<file path="src/sv/rcrx_pkg.sv">
// Package for the RC receiver: shared constants, decode types and register map.
package rcrx_pkg;

    localparam int PACKET_BYTES_DEF = 19;
    localparam int HOP_CHANNELS     = 4;
    localparam int HOP_IDX_W        = 2;
    localparam int CHAN_W           = 7;

    // Bytes the decoder looks at: header, hop bytes, sticks and aux bytes.
    localparam int DECODE_BYTES = 18;
    localparam int DIFF_W       = 18;

    localparam logic [7:0] BIND_MARK = 8'hAA;
    localparam logic [7:0] DATA_MARK = 8'h55;

    localparam logic [7:0] LO_NIBBLE    = 8'h0F;
    localparam logic [6:0] HOP0_OFFSET  = 7'h03;
    localparam logic [6:0] HOP1_OFFSET  = 7'h16;
    localparam logic [6:0] HOP2_OFFSET  = 7'h2D;
    localparam logic [7:0] ARM_MASK     = 8'h10;
    localparam logic [7:0] RATES_MASK   = 8'h01;

    localparam logic signed [DIFF_W-1:0] STICK_CENTER    = 18'sd1500;
    localparam logic signed [DIFF_W-1:0] THROTTLE_OFFSET = 18'sd1000;
    localparam logic signed [DIFF_W-1:0] STICK_MIN       = -18'sd1024;
    localparam logic signed [DIFF_W-1:0] STICK_MAX       = 18'sd1023;
    localparam logic signed [DIFF_W-1:0] THROTTLE_MAX    = 18'sd2047;

    localparam logic [31:0] FAILSAFE_TIMEOUT_RST = 32'd1000000;
    localparam logic [31:0] HOP_TIMEOUT_RST      = 32'd20000;

    // Register index as seen in paddr[2]
    localparam logic REG_FAILSAFE_TIMEOUT = 1'b0;
    localparam logic REG_HOP_TIMEOUT      = 1'b1;

    localparam logic ACTION_POLL = 1'b0;
    localparam logic ACTION_BYTE = 1'b1;

    typedef logic [DECODE_BYTES-1:0][7:0] t_dec_bytes;
    typedef logic [HOP_CHANNELS-1:0][CHAN_W-1:0] t_hop_tbl;

    typedef struct packed {
        logic                is_bind;
        logic                is_data;
        t_hop_tbl            hop_tbl;
        logic signed [10:0]  roll;
        logic signed [10:0]  pitch;
        logic signed [10:0]  yaw;
        logic signed [11:0]  throttle;
        logic [1:0]          aux;
    } t_decode;

endpackage

</file>
<file path="src/sv/rcrx_packet_decode.sv">
// Packet decoder: header checks, hop table from a bind packet, saturated sticks and aux bits.
module rcrx_packet_decode (
    input  rcrx_pkg::t_dec_bytes i_bytes,
    output rcrx_pkg::t_decode    o_dec
);

    logic [15:0] w_roll, w_pitch, w_throttle, w_yaw;
    logic signed [rcrx_pkg::DIFF_W-1:0] s_roll, s_pitch, s_throttle, s_yaw;

    // Little-endian stick words
    assign w_roll     = {i_bytes[10], i_bytes[9]};
    assign w_pitch    = {i_bytes[12], i_bytes[11]};
    assign w_throttle = {i_bytes[14], i_bytes[13]};
    assign w_yaw      = {i_bytes[16], i_bytes[15]};

    // Roll and pitch are negated around center
    assign s_roll     = rcrx_pkg::STICK_CENTER - $signed({2'b00, w_roll});
    assign s_pitch    = rcrx_pkg::STICK_CENTER - $signed({2'b00, w_pitch});
    assign s_yaw      = $signed({2'b00, w_yaw}) - rcrx_pkg::STICK_CENTER;
    assign s_throttle = $signed({2'b00, w_throttle}) - rcrx_pkg::THROTTLE_OFFSET;

    always_comb begin
        o_dec.is_bind = (i_bytes[0] == rcrx_pkg::BIND_MARK);
        o_dec.is_data = (i_bytes[0] == rcrx_pkg::DATA_MARK);

        o_dec.hop_tbl[0] = (i_bytes[1][6:0] & rcrx_pkg::LO_NIBBLE[6:0]) + rcrx_pkg::HOP0_OFFSET;
        o_dec.hop_tbl[1] = {3'b000, i_bytes[1][7:4]} + rcrx_pkg::HOP1_OFFSET;
        o_dec.hop_tbl[2] = (i_bytes[2][6:0] & rcrx_pkg::LO_NIBBLE[6:0]) + rcrx_pkg::HOP2_OFFSET;
        o_dec.hop_tbl[3] = {3'b000, i_bytes[2][7:4]};

        if (s_roll < rcrx_pkg::STICK_MIN) begin
            o_dec.roll = rcrx_pkg::STICK_MIN[10:0];
        end else if (s_roll > rcrx_pkg::STICK_MAX) begin
            o_dec.roll = rcrx_pkg::STICK_MAX[10:0];
        end else begin
            o_dec.roll = s_roll[10:0];
        end

        if (s_pitch < rcrx_pkg::STICK_MIN) begin
            o_dec.pitch = rcrx_pkg::STICK_MIN[10:0];
        end else if (s_pitch > rcrx_pkg::STICK_MAX) begin
            o_dec.pitch = rcrx_pkg::STICK_MAX[10:0];
        end else begin
            o_dec.pitch = s_pitch[10:0];
        end

        if (s_yaw < rcrx_pkg::STICK_MIN) begin
            o_dec.yaw = rcrx_pkg::STICK_MIN[10:0];
        end else if (s_yaw > rcrx_pkg::STICK_MAX) begin
            o_dec.yaw = rcrx_pkg::STICK_MAX[10:0];
        end else begin
            o_dec.yaw = s_yaw[10:0];
        end

        if (s_throttle < rcrx_pkg::STICK_MIN) begin
            o_dec.throttle = rcrx_pkg::STICK_MIN[11:0];
        end else if (s_throttle > rcrx_pkg::THROTTLE_MAX) begin
            o_dec.throttle = rcrx_pkg::THROTTLE_MAX[11:0];
        end else begin
            o_dec.throttle = s_throttle[11:0];
        end

        o_dec.aux[0] = |(i_bytes[16] & rcrx_pkg::ARM_MASK);
        o_dec.aux[1] = |(i_bytes[17] & rcrx_pkg::RATES_MASK);
    end

endmodule

</file>
<file path="src/sv/rc_receiver_bind_hop_failsafe_core.sv">
// Top level of the RC receiver: byte collection, bind, hopping, failsafe and result register.
//
// One input word (payload byte or time poll, with its microsecond stamp) can be taken every
// cycle unless a result is held up, and its result word appears on the master side in the
// cycle after acceptance. The whole state update of a word (byte store, packet decode, hop
// and failsafe timers) is combinational. There is one result register: while a result waits
// to be taken, s_axis_tready stays low, and a new word enters in the same cycle the pending
// result is taken, so words flow back to back while the master side keeps m_axis_tready
// high. The two timeout registers sit at byte addresses 0 (failsafe) and 4 (hop).
module rc_receiver_bind_hop_failsafe_core #(
    parameter int PACKET_BYTES = rcrx_pkg::PACKET_BYTES_DEF
) (
    input  logic        i_clk,
    input  logic        i_rst_n,

    input  logic        s_axis_tvalid,
    output logic        s_axis_tready,
    // [7:0] payload_byte, [39:8] now_us
    input  logic [39:0] s_axis_tdata,
    // [0] action
    input  logic        s_axis_tuser,
    input  logic        s_axis_tlast,

    output logic        m_axis_tvalid,
    input  logic        m_axis_tready,
    // [10:0] roll_cmd, [21:11] pitch_cmd, [32:22] yaw_cmd, [44:33] throttle_cmd,
    // [45] aux_arm, [46] aux_rates, [48:47] aux_changed, [49] failsafe_active,
    // [50] bound, [57:51] rf_channel, [58] packet_valid, [63:59] zero
    output logic [63:0] m_axis_tdata,

    input  logic        psel,
    input  logic        penable,
    input  logic        pwrite,
    input  logic [2:0]  paddr,
    input  logic [31:0] pwdata,
    output logic [31:0] prdata,
    output logic        pready
);

    localparam int IDX_W = $clog2(PACKET_BYTES);
    localparam int CNT_W = $clog2(PACKET_BYTES + 1);

    logic [31:0] r_fs_timeout, r_hop_timeout;

    logic                              r_bound, n_bound;
    logic [PACKET_BYTES-1:0][7:0]      r_pkt, n_pkt;
    logic [CNT_W-1:0]                  r_idx, n_idx;
    rcrx_pkg::t_hop_tbl                r_hop_tbl, n_hop_tbl;
    logic [rcrx_pkg::HOP_IDX_W-1:0]    r_hop_idx, n_hop_idx;
    logic [31:0]                       r_lpt, n_lpt;
    logic [31:0]                       r_lvt, n_lvt;
    logic signed [10:0]                r_roll, n_roll, r_pitch, n_pitch, r_yaw, n_yaw;
    logic signed [11:0]                r_thr, n_thr;
    logic [1:0]                        r_aux, n_aux;
    logic [1:0]                        r_prev_aux, n_prev_aux;
    logic                              r_fs, n_fs;

    logic        r_out_valid;
    logic [63:0] r_out_data, n_out_data;

    logic        in_accept;
    logic        in_action, in_last;
    logic [7:0]  in_byte;
    logic [31:0] in_now;
    logic [1:0]  changed;
    logic        valid;

    rcrx_pkg::t_dec_bytes dec_bytes;
    rcrx_pkg::t_decode    dec;

    assign in_action = s_axis_tuser;
    assign in_last   = s_axis_tlast;
    assign in_byte   = s_axis_tdata[7:0];
    assign in_now    = s_axis_tdata[39:8];

    assign s_axis_tready = !r_out_valid || m_axis_tready;
    assign in_accept     = s_axis_tvalid && s_axis_tready;
    assign m_axis_tvalid = r_out_valid;
    assign m_axis_tdata  = r_out_data;

    // Config port
    assign pready = 1'b1;
    always_comb begin
        unique case (paddr[2])
            rcrx_pkg::REG_FAILSAFE_TIMEOUT: prdata = r_fs_timeout;
            rcrx_pkg::REG_HOP_TIMEOUT:      prdata = r_hop_timeout;
            default:                        prdata = r_fs_timeout;
        endcase
    end

    always_ff @(posedge i_clk) begin
        if (!i_rst_n) begin
            r_fs_timeout  <= rcrx_pkg::FAILSAFE_TIMEOUT_RST;
            r_hop_timeout <= rcrx_pkg::HOP_TIMEOUT_RST;
        end else if (psel && penable && pwrite && pready) begin
            unique case (paddr[2])
                rcrx_pkg::REG_FAILSAFE_TIMEOUT: r_fs_timeout  <= pwdata;
                rcrx_pkg::REG_HOP_TIMEOUT:      r_hop_timeout <= pwdata;
                default:                        r_fs_timeout  <= r_fs_timeout;
            endcase
        end
    end

    // Decoder sees the packet with the current word already stored
    always_comb begin
        for (int k = 0; k < rcrx_pkg::DECODE_BYTES; k++) begin
            if (in_action == rcrx_pkg::ACTION_BYTE && r_idx == CNT_W'(k)) begin
                dec_bytes[k] = in_byte;
            end else begin
                dec_bytes[k] = r_pkt[k];
            end
        end
    end

    rcrx_packet_decode u_decode (
        .i_bytes (dec_bytes),
        .o_dec   (dec)
    );

    always_comb begin
        n_bound    = r_bound;
        n_pkt      = r_pkt;
        n_idx      = r_idx;
        n_hop_tbl  = r_hop_tbl;
        n_hop_idx  = r_hop_idx;
        n_lpt      = r_lpt;
        n_lvt      = r_lvt;
        n_roll     = r_roll;
        n_pitch    = r_pitch;
        n_yaw      = r_yaw;
        n_thr      = r_thr;
        n_aux      = r_aux;
        n_prev_aux = r_prev_aux;
        n_fs       = r_fs;
        changed    = 2'b00;
        valid      = 1'b0;

        if (in_action == rcrx_pkg::ACTION_BYTE) begin
            // Drop bytes past the end of the buffer
            if (r_idx < CNT_W'(PACKET_BYTES)) begin
                n_pkt[r_idx[IDX_W-1:0]] = in_byte;
                n_idx = r_idx + CNT_W'(1);
            end
            if (in_last) begin
                n_idx = '0;
                if (!r_bound) begin
                    if (dec.is_bind) begin
                        n_hop_tbl = dec.hop_tbl;
                        n_bound   = 1'b1;
                        n_hop_idx = n_hop_idx + rcrx_pkg::HOP_IDX_W'(1);
                        valid     = 1'b1;
                    end
                end else begin
                    n_lpt = in_now;
                    if (dec.is_data) begin
                        n_roll     = dec.roll;
                        n_pitch    = dec.pitch;
                        n_yaw      = dec.yaw;
                        n_thr      = dec.throttle;
                        n_aux      = dec.aux;
                        changed    = dec.aux ^ r_prev_aux;
                        n_prev_aux = dec.aux;
                        n_lvt      = in_now;
                        n_fs       = 1'b0;
                        n_hop_idx  = n_hop_idx + rcrx_pkg::HOP_IDX_W'(1);
                        valid      = 1'b1;
                    end
                end
            end
        end

        // Silence hop; a fresh bind still sees the old packet stamp
        if (n_bound && ((in_now - n_lpt) > r_hop_timeout)) begin
            n_lpt     = in_now;
            n_hop_idx = n_hop_idx + rcrx_pkg::HOP_IDX_W'(1);
        end

        if ((in_now - n_lvt) > r_fs_timeout) begin
            n_fs    = 1'b1;
            n_roll  = '0;
            n_pitch = '0;
            n_yaw   = '0;
            n_thr   = '0;
        end

        n_out_data = {5'b00000, valid, n_hop_tbl[n_hop_idx], n_bound, n_fs, changed,
                      n_aux[1], n_aux[0], n_thr, n_yaw, n_pitch, n_roll};
    end

    always_ff @(posedge i_clk) begin
        if (!i_rst_n) begin
            r_bound    <= 1'b0;
            r_pkt      <= '0;
            r_idx      <= '0;
            r_hop_tbl  <= '0;
            r_hop_idx  <= '0;
            r_lpt      <= '0;
            r_lvt      <= '0;
            r_roll     <= '0;
            r_pitch    <= '0;
            r_yaw      <= '0;
            r_thr      <= '0;
            r_aux      <= '0;
            r_prev_aux <= '0;
            r_fs       <= 1'b0;
        end else if (in_accept) begin
            r_bound    <= n_bound;
            r_pkt      <= n_pkt;
            r_idx      <= n_idx;
            r_hop_tbl  <= n_hop_tbl;
            r_hop_idx  <= n_hop_idx;
            r_lpt      <= n_lpt;
            r_lvt      <= n_lvt;
            r_roll     <= n_roll;
            r_pitch    <= n_pitch;
            r_yaw      <= n_yaw;
            r_thr      <= n_thr;
            r_aux      <= n_aux;
            r_prev_aux <= n_prev_aux;
            r_fs       <= n_fs;
        end
    end

    // Result register: load on accept, drain when taken
    always_ff @(posedge i_clk) begin
        if (!i_rst_n) begin
            r_out_valid <= 1'b0;
        end else if (in_accept) begin
            r_out_valid <= 1'b1;
        end else if (m_axis_tready) begin
            r_out_valid <= 1'b0;
        end
    end

    always_ff @(posedge i_clk) begin
        if (in_accept) begin
            r_out_data <= n_out_data;
        end
    end

endmodule

</file>
<file path="config.mk">
export PLATFORM = sky130hd
export DESIGN_NAME = rc_receiver_bind_hop_failsafe_core
export DESIGN_NICKNAME = d
export VERILOG_FILES = /design/src/sv/rcrx_pkg.sv /design/src/sv/rcrx_packet_decode.sv /design/src/sv/rc_receiver_bind_hop_failsafe_core.sv
export SDC_FILE = /design/constraint.sdc
export NUM_CORES = 1
export LEC_CHECK = 0
export ABC_CLOCK_PERIOD_IN_PS = 16300
export CAP_MARGIN = 20
export CELL_PAD_IN_SITES_DETAIL_PLACEMENT = 0
export CELL_PAD_IN_SITES_GLOBAL_PLACEMENT = 1
export CORE_MARGIN = 2
export CORE_UTILIZATION = 53
export CTS_CLUSTER_SIZE = 28
export DETAILED_ROUTE_END_ITERATION = 16
export DONT_BUFFER_PORTS = 1
export GPL_TIMING_DRIVEN = 1
export PLACE_DENSITY_LB_ADDON = 0.1
export SYNTH_ARGS = -nofsm -noshare
export SYNTH_HDL_FRONTEND = slang
export SYNTH_SLANG_ARGS = --single-unit
</file>
<file path="constraint.sdc">
create_clock -name i_clk -period 16.3 [get_ports i_clk]
set_clock_uncertainty 0.1 [all_clocks]
set_input_delay 1.63 -clock i_clk [delete_from_list [all_inputs] [get_ports i_clk]]
set_output_delay 1.63 -clock i_clk [all_outputs]
set_load 0.03 [all_outputs]
</file>
==> flow_summary.yaml, run 1 <==
status:
  outcome: "complete, no violations"
route:
  wl_per_cell_um: 20.0
  drt_first_pass_iters: 8
  num_vias: 19520
  drc_errors: 0
  ant_nets: 0
  drt_wl_total_mm: 65.4
  drt_iter0_markers: 1391
  via_per_inst: 5.96
timing:
  hold_violations: 0
  finalWorstPathRequiredPeriod_ps: 9060
  setup_viol: 0
  drv_slew: 0
  max_slew_margin_pct: 23.4
  rsz0062_at_grt: "false"
  tightestPinTransition_ps: 1140
  fin_tns_setup_ps: 0
  fin_hold_ws_ps: 360
  max_freq_mhz: 110
  post-route-period-util_pct: 55.6
setup_path:
  crit_fanout: 38
  worstSetupPathType: "in2reg"
  critical_path_required_ps: 16530
  arrival_ps: 9290
  end_kind: "flip-flop"
  start_kind: "primary input"
global_route:
  antenna_found_initial: 1
  grt_max_degree: 267
  grt_pass1_wl_mm: 103
  grt_pass1_vias: 18639
  grt_use_total_pct: 28.6
  grt_overflow: 0
power:
  switching_share_pct: 26.5
  p_int_mw: 1.66
  pwr-share-clk_pct: 44.5
  netSwitchingPower_uw: 598
  p_seq_share_pct: 42.4
  p_comb_share_pct: 13.1
  power_density_mw_per_mm2: 89.7
  peakVddDrop_mv: 0.0618
  leakage_nw: 9.62
floorplan:
  rows: 76
  die_h_um: 213
  die-area_mm2: 0.0456
  io_pins: 183
  fp.coreArea_mm2: 0.0432
  die_x_um: 213
  start_util_pct: 53.9
final_layout:
  fin_area_mm2: 0.0251
  final_common_cell: "nand2_1"
  layout_common_cells: "nand2_1, dfxtp_1, mux2i_1"
  finalNonFillerCells: 3274
  drive_gt1_share_pct: 5.80
  syn_to_final_growth_pct: 7.99
  finalNetCount: 2877
clocking:
  cts_hold_buf: 0
  cts-root-buf: "clkbuf_16"
  clk_pin_slew_worst_paths_ps: 60
  cts_tree: "yes"
  cts_resized: 0
  cts_setup_buffers: 0
  htreeDepth: 2
  numCtsBuffers: 44
  cts_buffer_depth: 3
  clk_latency_ps: 580
  cts.sinks: 363
yosys:
  synth.area.top_cells: "dfxtp_1, mux2i_1, edfxtp_1"
  syn_avg_cell_area_um2: 8.53
  yosysTopAreaCell: "dfxtp_1"
  netlist_area_mm2: 0.0233
  yosysSeqAreaShare_pct: 33.8
  yosys_warnings: 0
  synth_edf_count: 59
  ys_seq_elements: 363
  synth_top_area_share_pct: 26.2
  synthesis.instances: 2727
  synthArstFlopShare_pct: 0
  yosysUniqueCellTypes: 104
  yosys_most_used_dff: "dfxtp_1"
placed_design:
  gp_congestion: 0.894
  dpl.cell_count: 3190
  place_area_mm2: 0.0236
  hpwl_mm: 45.5
  port_buffers: 0
flow_run:
  drv_cap: 0
min_path:
  min_path_type: "reg2reg"
## power by group through the flow
stage / registers, mW / clock network (mW) / logic (mW)
floorplan: 0.973 / 0 / 0.243
global placement: 0.975 / 0 / 0.284
detailed placement: 0.975 / 0 / 0.292
CTS: 0.956 / 1.02 / 0.294
global route: 0.958 / 1.05 / 0.331
finish: 0.956 / 1.00 / 0.295
## sequential cells by signal, indices dropped and copies added, names as in the netlist, 5 cells and up
name	count
r_hop_tbl	28
r_lvt	32
r_thr	12
r_pitch	11
m_axis_tdata	59
r_pkt	89
r_hop_timeout	32
r_idx	5
r_roll	11
r_yaw	11
r_lpt	32
r_fs_timeout	32
## final timing paths
check	depth (start not counted)	slack, ps	startpoint	endpoint
worst min-delay path	2	360	r_yaw[2]$_SDFFE_PN0P_	r_yaw[2]$_SDFFE_PN0P_
worst max-delay path	27	7240	s_axis_tdata[1]	m_axis_tdata[8]$_DFFE_PP_
worst max register to register	29	7490	r_idx[0]$_SDFFE_PN0P_	m_axis_tdata[8]$_DFFE_PP_
worst min register to register	2	360	r_yaw[2]$_SDFFE_PN0P_	r_yaw[2]$_SDFFE_PN0P_
## logic make-up after synthesis
| kind of cell | share of synthesized area, % |
|---|---|
| XOR/XNOR | 4.42 |
| AND/OR/NAND/NOR | 18.7 |
| flip-flops | 33.8 |
| multiplexers | 9.21 |
| other | 0.0323 |
| AO/OA/AOI/OAI | 21.9 |
| buffers and inverters | 4.26 |
| adder cells (fa/ha/maj) | 7.62 |
## Yosys cell counts (13+ instances only)
| library cell | n |
|---|---|
| and3_1 | 17 |
| mux2_2 | 13 |
| nand3_1 | 46 |
| nand4_1 | 24 |
| mux2i_1 | 182 |
| buf_1 | 19 |
| a211oi_1 | 26 |
| a21o_1 | 57 |
| a21boi_0 | 118 |
| nor2b_1 | 100 |
| o211ai_1 | 26 |
| nand2b_1 | 25 |
| ha_1 | 140 |
| dfxtp_1 | 304 |
| o31ai_1 | 15 |
| a31oi_1 | 20 |
| o21a_1 | 15 |
| a22o_1 | 27 |
| o211a_1 | 40 |
| xor2_1 | 41 |
| a21oi_1 | 131 |
| nand2_1 | 434 |
| and2_1 | 32 |
| inv_1 | 100 |
| o21ai_0 | 172 |
| xnor2_1 | 69 |
| edfxtp_1 | 59 |
| clkbuf_1 | 106 |
| nor2_1 | 138 |
| nor3_1 | 30 |
## critical path, cell delays in order
cell and delay, ps:
nor4b_1 350, nand4_1 280, a21oi_4 550, buf_4 630, mux2i_1 320, ha_1 330, a21o_1 190, a21o_1 190
a21oi_1 190, o211ai_1 100, o21a_1 230, a221o_1 400, a21o_1 240, a21o_1 190, a21oi_1 170, xnor2_1 90
ha_1 300, nand4_1 130, nor4_1 630, and2_1 290, a22o_1 190, a2bb2oi_4 140, buf_4 390, inv_1 300
nand2_1 300, nor2_1 220, a22o_1 280
## metrics by stage
step           utilization (%)  power [mW]  worst slack (ps)
2_1_floorplan                -        1.22              8190
5_1_grt                   58.2        2.34              6760
3_3_place_gp              54.7        1.26              6810
3_5_place_dp              54.7        1.27              6680
6_report                  58.2        2.25              7240
4_1_cts                   58.1        2.27              7280
## per-layer routing
metal	global-route usage, %	wire, µm	vias to the layer above
met4	12.0	2500	0
met3	4.64	3790	121
li1	-	-	9561
met2	48.8	31100	538
met5	0	0	-
met1	35.8	28000	9300
## area by class of cell
| cell class | count | area [µm²] |
|---|---|---|
| diodes | 1 | 2.50 |
| clock buffers | 63 | 1230 |
| clock inverters | 19 | 228 |
| fillers | 3934 | 18100 |
| inverters | 103 | 392 |
| multi-input cells | 2119 | 14500 |
| flip-flops and latches | 363 | 7860 |
| well taps | 585 | 732 |
| repair buffers | 21 | 174 |
(Power assumes the default switching activity.)
==> inputs of run 2 (changes only) <==
--- a/config.mk
+++ b/config.mk
@@ -5,12 +5,12 @@
 export SDC_FILE = /design/constraint.sdc
 export NUM_CORES = 1
 export LEC_CHECK = 0
-export ABC_CLOCK_PERIOD_IN_PS = 16300
+export ABC_CLOCK_PERIOD_IN_PS = 8770
 export CAP_MARGIN = 20
 export CELL_PAD_IN_SITES_DETAIL_PLACEMENT = 0
 export CELL_PAD_IN_SITES_GLOBAL_PLACEMENT = 1
 export CORE_MARGIN = 2
-export CORE_UTILIZATION = 53
+export CORE_UTILIZATION = 50
 export CTS_CLUSTER_SIZE = 28
 export DETAILED_ROUTE_END_ITERATION = 16
 export DONT_BUFFER_PORTS = 1
==> constraint.sdc (replaced) <==
create_clock -name i_clk -period 8.77 [get_ports i_clk]
set_clock_uncertainty 0.1 [all_clocks]
set_input_delay 0.877 -clock i_clk [delete_from_list [all_inputs] [get_ports i_clk]]
set_output_delay 0.877 -clock i_clk [all_outputs]
set_load 0.03 [all_outputs]
==> flow_summary.yaml, run 2 (synthesis results as in run 1) <==
status:
  outcome: "complete, no violations"
timing:
  post-route-period-util_pct: 92.6
  max_freq_mhz: 123
  drv_slew: 0
  setup_ws_ps: 645
  setup_viol: 0
  rsz0062_at_grt: "false"
  tightestPinTransition_ps: 1080
  finalWorstPathRequiredPeriod_ps: 8120
  max_slew_margin_pct: 28.0
  fin_tns_setup_ps: 0
  hold_violations: 0
global_route:
  grt_use_total_pct: 27.4
  antenna_found_initial: 0
  grt_overflow: 0
  grt_max_degree: 267
  grt_pass1_vias: 18789
  grt_pass1_wl_mm: 105
clocking:
  cts-root-buf: "clkbuf_16"
  cts_buffer_depth: 3
  cts_resized: 0
  cts_hold_buf: 0
  clk_latency_ps: 590
  cts_tree: "yes"
  clk_pin_slew_worst_paths_ps: 60
  numCtsBuffers: 42
  cts_setup_buffers: 0
  htreeDepth: 2
  cts.sinks: 363
setup_path:
  critical_path_required_ps: 9140
  arrival_ps: 8490
  end_kind: "flip-flop"
  start_kind: "flip-flop"
  crit_fanout: 24
  crit_start: "r_idx[0]$_SDFFE_PN0P_"
  rr_startpoint: "r_idx[0]$_SDFFE_PN0P_"
  worstSetupPathType: "reg2reg"
route:
  drt_wl_total_mm: 66.6
  drt_first_pass_iters: 5
  wl_per_cell_um: 20.2
  drt_iter0_markers: 1225
  via_per_inst: 5.90
  ant_nets: 0
  num_vias: 19436
  drc_errors: 0
floorplan:
  io_pins: 183
  rows: 79
  fp.coreArea_mm2: 0.0463
  die-area_mm2: 0.0482
  die_x_um: 220
  start_util_pct: 50.3
  die_h_um: 220
final_layout:
  final_common_cell: "nand2_1"
  largest_register: "r_pkt"
  syn_to_final_growth_pct: 8.17
  nFillCells: 4331
  largest_reg_flops: 89
  seq_area_mm2: 0.00786
  fin_util_pct: 54.4
  drive_gt1_share_pct: 6.11
  layout_common_cells: "nand2_1, dfxtp_1, mux2i_1"
  finalNetCount: 2876
  multi_input_area_mm2: 0.0145
flow_run:
  drv_cap: 0
placed_design:
  port_buffers: 0
  preCtsSetupSlack_ps: 616
  hpwl_mm: 46.9
  gp_congestion: 0.891
power:
  p_seq_share_pct: 42.2
  peakVddDrop_mv: 0.133
  power_density_mw_per_mm2: 168
  switching_share_pct: 26.8
  p_comb_share_pct: 13.1
  netSwitchingPower_mw: 1.13
  pwr-share-clk_pct: 44.7
  leakage_nw: 9.65
  p_int_mw: 3.08
min_path:
  hold_path.startpoint: "s_axis_tvalid"
  min_path_type: "in2reg"
run 2: worst paths after layout:
kind | cells after the start | end | slack [ps]
worst max-delay path | 26 | r_roll[8]$_SDFFE_PN0P_ | 650
worst min-delay path | 2 | m_axis_tvalid$_SDFFE_PN0P_ | 320
worst max register to register | 26 | r_roll[8]$_SDFFE_PN0P_ | 650
worst min register to register | 2 | r_thr[1]$_SDFFE_PN0P_ | 360
run 2: critical path: stages, from the launching register on:
cell and delay [ps]:
dfxtp_1 340, inv_1 140, ha_1 310, and3b_1 350, nand4_1 270, a21oi_4 520, mux2i_1 300, ha_1 330
o211ai_1 100, o21ai_0 130, o31ai_1 470, a31oi_1 280, o21a_1 310, a221o_1 410, a21o_1 240, a21o_1 190
a21oi_1 170, xnor2_1 90, ha_1 290, nand4_1 130, nor4_1 560, and2_1 280, a22o_1 190, a2bb2oi_4 310
o21ai_0 250, and2_1 560, a22o_1 370
run 2: layout make-up:
type	instances	area share [%]
clock inverters	21	1.00
flip-flops and latches	363	31.2
clock buffers	56	4.88
diodes	1	0.00995
inverters	103	1.56
multi-input cells	2119	57.6
well taps	607	3.02
repair buffers	22	0.657
run 2: power by group through the flow:
| stage | Clock, mW | Combinational [mW] | Sequential, mW |
|---|---|---|---|
| after CTS | 1.91 | 0.551 | 1.78 |
| after detailed placement | 0 | 0.547 | 1.81 |
| final | 1.88 | 0.554 | 1.78 |
| after global routing | 1.98 | 0.619 | 1.78 |
| after floorplan | 0 | 0.451 | 1.81 |
| after global placement | 0 | 0.537 | 1.81 |
run 2: layer usage:
| metal | vias to the layer above | wire length [µm] | GRT usage, % |
|---|---|---|---|
| li1 | 9538 | - | - |
| met1 | 9261 | 28700 | 33.9 |
| met2 | 518 | 31800 | 47.5 |
| met3 | 119 | 3800 | 4.90 |
| met4 | 0 | 2300 | 10.3 |
| met5 | - | 0 | 0 |
run 2: metrics by stage:
step	hold slack (ps)	total power [mW]	instances	cell area, µm²
global placement	333	2.35	3212	23700
floorplan	321	2.26	2731	23300
detailed placement	342	2.36	3212	23700
finish	325	4.22	3292	25200
CTS	303	4.24	3289	25100
global route	322	4.38	3291	25100
